**config.mk**
```make
export PLATFORM = sky130hd
export DESIGN_NAME = pipt_edge_prep
export DESIGN_NICKNAME = d
export VERILOG_FILES = /design/src/hdl/pipt_pkg.sv /design/src/hdl/pipt_edge_prep.sv
export SDC_FILE = /design/constraint.sdc
export NUM_CORES = 1
export LEC_CHECK = 0
export ABC_AREA = 0
export BUFFER_PORTS_ARGS = -buffer_cell sky130_fd_sc_hd__buf_2
export CAP_MARGIN = 15
export CORE_UTILIZATION = 51
export DETAILED_ROUTE_END_ITERATION = 8
export GPL_TIMING_DRIVEN = 0
export PLACE_DENSITY = 0.83
export SYNTH_ARGS = -nofsm -noshare
export SYNTH_HDL_FRONTEND = slang
export SYNTH_SLANG_ARGS = --single-unit
```
**constraint.sdc**
```tcl
create_clock -name vclk -period 3.3
set_input_delay 0.495 -clock vclk [all_inputs]
set_output_delay 0.495 -clock vclk [all_outputs]
set_load 0.05 [all_outputs]
```
**src/hdl/pipt_pkg.sv**
```systemverilog
package pipt_pkg;

  // Default coordinate width: signed fixed point, 4 fraction bits
  localparam int unsigned COORD_WIDTH_DEFAULT = 20;

  // Per-edge status handed from the operand stage to the compare stage
  typedef struct packed {
    logic straddle;  // edge spans the query y (lower end included)
    logic d_neg;     // end y below start y, compare sense flips
  } edge_flag_t;

endpackage

```
**src/hdl/pipt_edge_prep.sv**
```systemverilog
// Edge operand preparation: straddle test and the four cross-multiply factors.
// The edge counts when a*b > c*e (d_neg clear) or a*b < c*e (d_neg set).
module pipt_edge_prep #(
  parameter int unsigned COORD_WIDTH = pipt_pkg::COORD_WIDTH_DEFAULT
) (
  input  logic signed [COORD_WIDTH-1:0] xi_i,
  input  logic signed [COORD_WIDTH-1:0] yi_i,
  input  logic signed [COORD_WIDTH-1:0] xj_i,
  input  logic signed [COORD_WIDTH-1:0] yj_i,
  input  logic signed [COORD_WIDTH-1:0] px_i,
  input  logic signed [COORD_WIDTH-1:0] py_i,
  output logic signed [COORD_WIDTH:0]   a_o,
  output logic signed [COORD_WIDTH:0]   b_o,
  output logic signed [COORD_WIDTH:0]   c_o,
  output logic signed [COORD_WIDTH:0]   e_o,
  output pipt_pkg::edge_flag_t          flag_o
);
  import pipt_pkg::*;

  logic signed [COORD_WIDTH:0] xi_w, yi_w, xj_w, yj_w, px_w, py_w;

  // Sign-extend by one bit so differences are exact
  assign xi_w = {xi_i[COORD_WIDTH-1], xi_i};
  assign yi_w = {yi_i[COORD_WIDTH-1], yi_i};
  assign xj_w = {xj_i[COORD_WIDTH-1], xj_i};
  assign yj_w = {yj_i[COORD_WIDTH-1], yj_i};
  assign px_w = {px_i[COORD_WIDTH-1], px_i};
  assign py_w = {py_i[COORD_WIDTH-1], py_i};

  // Factors: (qx - xi) * (yj - yi) against (xj - xi) * (qy - yi)
  assign a_o = px_w - xi_w;
  assign b_o = yj_w - yi_w;
  assign c_o = xj_w - xi_w;
  assign e_o = py_w - yi_w;

  // Half-open straddle of the horizontal line through the query point
  assign flag_o.straddle = ((yi_i <= py_i) && (py_i < yj_i)) ||
                           ((yj_i <= py_i) && (py_i < yi_i));
  assign flag_o.d_neg    = (yj_i < yi_i);

endmodule

```
Yosys cells after proc, flatten, opt, wreduce, memory -nomap -nowiden. Cells that the tools add are included.

Add/subtract/negate cells: 4. Multiply operators: 0. Divide/modulo/power cells: 0. Order comparisons: 5. Equality and inequality tests: 0. Shift operators: 0. Muxes and demuxes: 0. Bitwise operators: 0. Reduce and logical (&&, ||, !) cells: 3.

Operator list (count): $sub 20x20->21 (4); $lt 20x20->1 (3); $le 20x20->1 (2); $logic_and 1x1->1 (2); $logic_or 1x1->1 (1).

Bits in registers: 0. Bits in latches: 0. RAM bits: 0. ROM bits: 0. Bits of input ports: 120. Output and inout port bits: 86. Logic and storage cells: 12. Memories kept: 0.

Logic depth before layout (Yosys ltp). Gate-level depths: netlist of run 1.

Word-level depth: 3. Mapped depth: 11. Mapped depth without buffers: 11.

Least setup slack after synthesis of run 1. Ideal clock, no wire load.

Path kind: input port to output port. Start: input port xi_i[8]. End: output port a_o[19]. Data arrival time: 3.153 ns. Required time: 2.805 ns. Path slack: -0.348 ns. Stages: 9. Buffers on the path: 0. Path through: inv_1 ha_1 a21oi_1 nand2b_1 nand2b_1 a221o_1 o2111ai_1 nand2_1 o311ai_1.

Longest elaborated chain between the ends: 1.

RTL lines: start, declared (RTL line pipt_edge_prep.sv:6) `input logic signed [COORD_WIDTH-1:0] xi_i,`; $sub 20x20->21 (RTL line pipt_edge_prep.sv:31) `assign a_o = px_w - xi_w;`; end, declared (RTL line pipt_edge_prep.sv:12) `output logic signed [COORD_WIDTH:0] a_o,`.

No other way between the ends.

Worst setup path after layout of run 1.
Start: input port yi_i[6]. End: output port e_o[19].

Longest elaborated chain between the ends: 1.

RTL lines: start, declared (RTL line pipt_edge_prep.sv:7) `input logic signed [COORD_WIDTH-1:0] yi_i,`; $sub 20x20->21 (RTL line pipt_edge_prep.sv:34) `assign e_o = py_w - yi_w;`; end, declared (RTL line pipt_edge_prep.sv:15) `output logic signed [COORD_WIDTH:0] e_o,`.

No other way between the ends.

==> flow_metrics.tcl, run 1 <==
set metrics [dict create \
    status "finished with violations" \
    violations "negative setup slack" \
    avgSynthCellArea_um2 6.92 \
    synth_compound_area_share_pct 30.8 \
    dp_slack_ns -0.372 \
    io_buffer_count 206 \
    cp-end-kind "output port" \
    slew_viol_final 0 \
    layout.cells.non_filler 998 \
    synth_xor_xnor_area_share_pct 9.75 \
    drt_iter0_markers 167 \
    fin_util_pct 76.2 \
    area_growth_pct 45.0 \
    p_leak_nw 3.48 \
    grt_pass1_vias 5569 \
    rows 34 \
    seq_cells 0 \
    wl_per_cell_um 15.7 \
    comb_power_share_pct 100.0 \
    core_area_um2 8720 \
    wl_um 15700 \
    p_int_mw 0.743 \
    timing.slew.headroom_pct 28.8 \
    min-delay-path-class "primary input to output port" \
    initial_core_util_pct 52.5 \
    hold_buffers 0 \
    grt_pass1_wl_um 23100 \
    antenna_found_initial 0 \
    num_vias 5838 \
    synthMuxAreaShare_pct 0.464 \
    yosys.area_share.adder_pct 29.3 \
    irDropWorstVdd_v 0.000333 \
    synthDistinctLibCells 64 \
    regArea_um2 0 \
    p_switching_mw 1.49 \
    place_inst 976 \
    grt_max_degree 10 \
    cp_max_fo 3 \
    syn_inst 662 \
    diodes 0 \
    grt_overflow_total 0 \
    synth_top_cell_by_area "ha_1" \
    final_antenna_net_count 0 \
    finalSetupViolCount 7 \
    drc_errors 0 \
    swShare_pct 66.8 \
    power_density_nw_per_um2 337 \
    hpwlAfterDp_um 12100 \
    yosys.area_share.simple_pct 20.8 \
    critical_path_class "primary input to output port" \
    grt.total_usage_pct 28.4 \
    yosys-top-cells-area "ha_1, inv_1, xnor2_1, a21oi_1, nor2_1" \
    routed_via_density 5.85 \
    finalHoldViolations 0 \
    routabilityCongestion 0.937 \
    seqPwrFrac_pct 0 \
    timing.fmax_mhz 293 \
    syn_nets 887 \
    die_w_um 96.8 \
    period_minus_slack_ns 3.42 \
    synth_top_family_by_area "compound AO/OA/AOI/OAI gates" \
    totalPowerFinal_mw 2.24 \
    required_ns 2.80 \
    n_fill_cell 615 \
    setup_ws_ns -0.115 \
    multi_input_area_um2 4740 \
    ys_top_cells_by_count "inv_1, ha_1, a21oi_1, nor2_1, nand2_1" \
    synth_top_area_share_pct 27.6 \
    drv_cap 0 \
    rsz0062_at_grt "yes" \
    p_clk_share_pct 0 \
    clkbuf_count 0 \
    dieArea_um2 9360 \
    drive_gt1_share_pct 37.5 \
    io_pins 206 \
    tightest_slew_ns 1.06 \
    firstDrtPassIters 4 \
    yosys_warnings 0 \
    nNetsFinal 1117 \
    yosysSeqAreaShare_pct 0 \
    die_h_um 96.8 \
    arrival_ns 2.92 \
    syn_area_um2 4580 \
    synth.most_common_cell "inv_1" \
    critPathLaunchType "primary input" \
    min_path_cells 4 \
    hold_ws_ns 1.41 \
    min_period_over_period_pct 103 \
]
==> repair_timing <==
item	in CTS	in global routing
setup endpoints to repair	29	35
pin swaps	20	58
buffers inserted	8	17
resized for setup	48	107
==> cells in the final DEF, fill, tap and decap left out, types with 11 or more instances in the layout <==
master    instances
buf_2           173
inv_1           100
ha_1             92
nor2_1           49
a21oi_1          43
nand2_1          38
buf_4            33
xnor2_1          30
o21ai_0          28
a21o_1           18
buf_6            16
nand2b_1         15
nor3_1           13
o21a_1           12
xor2_1           12
o21ai_2          11
==> power groups by stage <==
stage / registers (mW) / clock network, mW / logic, mW
after floorplan: 0 / 0 / 1.53
after global placement: 0 / 0 / 1.92
after detailed placement: 0 / 0 / 1.96
after CTS: 0 / 0 / 2.05
after global routing: 0 / 0 / 2.37
final: 0 / 0 / 2.24
==> per-stage QoR <==
step / area, µm² / setup TNS [ns]
3_5_place_dp: 5850 / -4.01
5_1_grt: 6640 / -1.01
6_report: 6640 / -0.215
4_1_cts: 6100 / -0.00997
2_1_floorplan: 4680 / -0.500
3_3_place_gp: 5850 / -2.66
==> per-layer routing <==
| metal | share of wire (%) | GRT usage (%) | vias to the layer above |
|---|---|---|---|
| li1 | - | - | 2829 |
| met1 | 41 | 33.6 | 2708 |
| met2 | 50 | 52.9 | 234 |
| met3 | 5.0 | 2.82 | 67 |
| met4 | 4.5 | 9.87 | 0 |
| met5 | 0 | 0 | - |
==> final cells by class <==
cell class	instances	area share (%)
inverter	105	6.01
timing repair buffer	230	20.6
buffer	1	0.0565
multi-input combinational	554	71.3
tap	108	2.03
==> final timing paths <==
kind	from	slack [ns]	to
worst max-delay path	yi_i[6]	-0.12	e_o[19]
worst min-delay path	yi_i[0]	1.41	b_o[0]
==> critical path, cell delays in order <==
cell and delay [ns]:
buf_6 0.10, inv_4 0.05, ha_4 0.20, a211oi_4 0.28, buf_4 0.16, o21ai_4 0.05, a2111oi_4 0.44, a2bb2oi_2 0.17
o21ai_1 0.09, a221oi_2 0.37, a21oi_2 0.13, xor2_2 0.20, buf_6 0.18
==> cell families (layout without fill, tap and decap cells) <==
kind of cell / count (synthesis) / after routing
xor gates and xnor gates: 51 / 51
and+or+nand+nor: 190 / 190
AOI/OAI and AO/OA: 206 / 206
buffers and inverters: 108 / 336
adders and majority gates: 105 / 105
muxes: 2 / 2
Power figures use the tool's default switching activity.
==> run 2, diff against run 1 <==
--- a/config.mk
+++ b/config.mk
@@ -8,10 +8,10 @@
 export ABC_AREA = 0
 export BUFFER_PORTS_ARGS = -buffer_cell sky130_fd_sc_hd__buf_2
 export CAP_MARGIN = 15
-export CORE_UTILIZATION = 51
+export CORE_UTILIZATION = 46
 export DETAILED_ROUTE_END_ITERATION = 8
 export GPL_TIMING_DRIVEN = 0
-export PLACE_DENSITY = 0.83
+export PLACE_DENSITY = 0.79
 export SYNTH_ARGS = -nofsm -noshare
 export SYNTH_HDL_FRONTEND = slang
 export SYNTH_SLANG_ARGS = --single-unit
==> constraint.sdc (replaced) <==
create_clock -name vclk -period 2.8
set_input_delay 0.42 -clock vclk [all_inputs]
set_output_delay 0.42 -clock vclk [all_outputs]
set_load 0.05 [all_outputs]
==> run 2 against run 1 <==
The run still ends with negative setup slack left; non-clock buffer count increased by 51; count of clock-buffer cells in the layout did not move; largest power group unchanged; critical path type unchanged; worst hold slack worse by 0.16 ns; final area up 27%; highest routed layer is now met5; final cell count increased by 7.8%.
==> flow_metrics.tcl, run 2 (synthesized netlist as in run 1, its figures left out) <==
set metrics [dict create \
    rsz0062_at_grt "yes" \
    cp_cell_sequence "buf_8 -> inv_12 -> ha_4 -> fa_2 -> nor2b_2 -> o21ai_2 -> a21boi_2 -> o2111ai_2 -> a31o_2 -> and3_4 -> or2_4 -> o211ai_1 -> buf_4" \
    seq_cells 0 \
    initial_core_util_pct 47.1 \
    routabilityCongestion 0.911 \
    irDropWorstVdd_v 0.000311 \
    nNetsFinal 1168 \
    grt_pass1_vias 6129 \
    firstDrtPassIters 5 \
    grt_max_degree 10 \
    antenna_found_initial 4 \
    slowest_stage "fa_2" \
    required_ns 2.38 \
    num_vias 6469 \
    io_pins 206 \
    arrival_ns 2.84 \
    cp_max_fo 3 \
    drive_gt1_share_pct 52.7 \
    violations "negative setup slack" \
    finalSetupViolCount 41 \
    p_leak_nw 4.08 \
    io_buffer_count 206 \
    regArea_um2 0 \
    drt_iter0_markers 242 \
    critical_path_class "primary input to output port" \
    cp-end-kind "output port" \
    period_minus_slack_ns 3.26 \
    final_common_cell "buf_2" \
    die_w_um 102 \
    status "finished with violations" \
    finalHoldViolations 0 \
    tightest_slew_ns 0.828 \
    area_growth_pct 84.5 \
    grt_pass1_wl_um 27100 \
    cpPeakStageDelay_ns 0.39 \
    final_antenna_net_count 0 \
    min_period_over_period_pct 117 \
    hpwlAfterDp_um 12700 \
    clkbuf_count 0 \
    slew_viol_final 0 \
    hold_buffers 0 \
    rows 36 \
    fin_util_pct 86.9 \
    final_cell_mix "buf_2, inv_1, ha_1" \
    n_fill_cell 513 \
    die_h_um 102 \
    routed_via_density 6.01 \
    dieArea_um2 10400 \
    core_area_um2 9730 \
    critPathLaunchType "primary input" \
    drv_cap 0 \
    dp_slack_ns -0.693 \
    timing.slew.headroom_pct 44.5 \
    setup_ws_ns -0.462 \
    grt.total_usage_pct 32.5 \
    drc_errors 0 \
    min-delay-path-class "primary input to output port" \
    timing.fmax_mhz 307 \
    grt_overflow_total 0 \
    critical_path.top_delay_family "compound AO/OA/AOI/OAI gates" \
    totalPowerFinal_mw 3.34 \
    path_buf_inv 3 \
    setup_tns_ns -7.54 \
    wl_um 20700 \
    wl_per_cell_um 19.3 \
    power_density_nw_per_um2 396 \
]
[run 2: final cells by class]
class	instances	area (µm²)	area share, %
multi-input combinational	554	5710	67.6
timing repair buffer	281	2100	24.8
inverter	105	467	5.52
tap	133	166	1.97
antenna	2	5.00	0.0592
buffer	1	3.75	0.0444
[run 2: per-stage QoR]
step / hold slack (ns) / instances / instance area (µm²)
2_1_floorplan: 1.12 / 662 / 5290
3_3_place_gp: 1.29 / 1001 / 6480
3_5_place_dp: 1.29 / 1001 / 6480
4_1_cts: 1.26 / 1043 / 7730
5_1_grt: 1.27 / 1075 / 8450
6_report: 1.25 / 1076 / 8450
[run 2: worst paths after layout]
| check | from | endpoint | slack [ns] | cells past startpoint |
|---|---|---|---|---|
| setup / recovery | yj_i[0] | b_o[18] | -0.46 | 13 |
| hold / removal | xi_i[0] | c_o[0] | 1.25 | 4 |
[run 2: what timing repair did]
item / CTS / global route
gates resized for setup: 231 / 128
buffers inserted: 44 / 34
endpoints found under the setup margin: 52 / 53
pin swaps: 90 / 75
[run 2: power by group]
group          internal, mW  switching [mW]     total, mW
Combinational          1.29            2.05          3.34
Clock          0.0000000955               0  0.0000000956
Sequential                0               0             0
Total                  1.29            2.05          3.34
[run 2: worst min-delay path, delay by kind of cell]
family	cells	cell delay, ns
buf+inv	3	0.30
fa+ha+maj	1	0.11
[run 2: layer usage]
layer	share of wire (%)	GRT usage (%)	wire (µm)	vias to the layer above
met2	50	60.5	10300	389
met3	7.4	5.45	1530	159
li1	-	-	-	2943
met4	7.5	17.1	1550	4
met5	0.13	0	27	-
met1	35	34.9	7330	2974
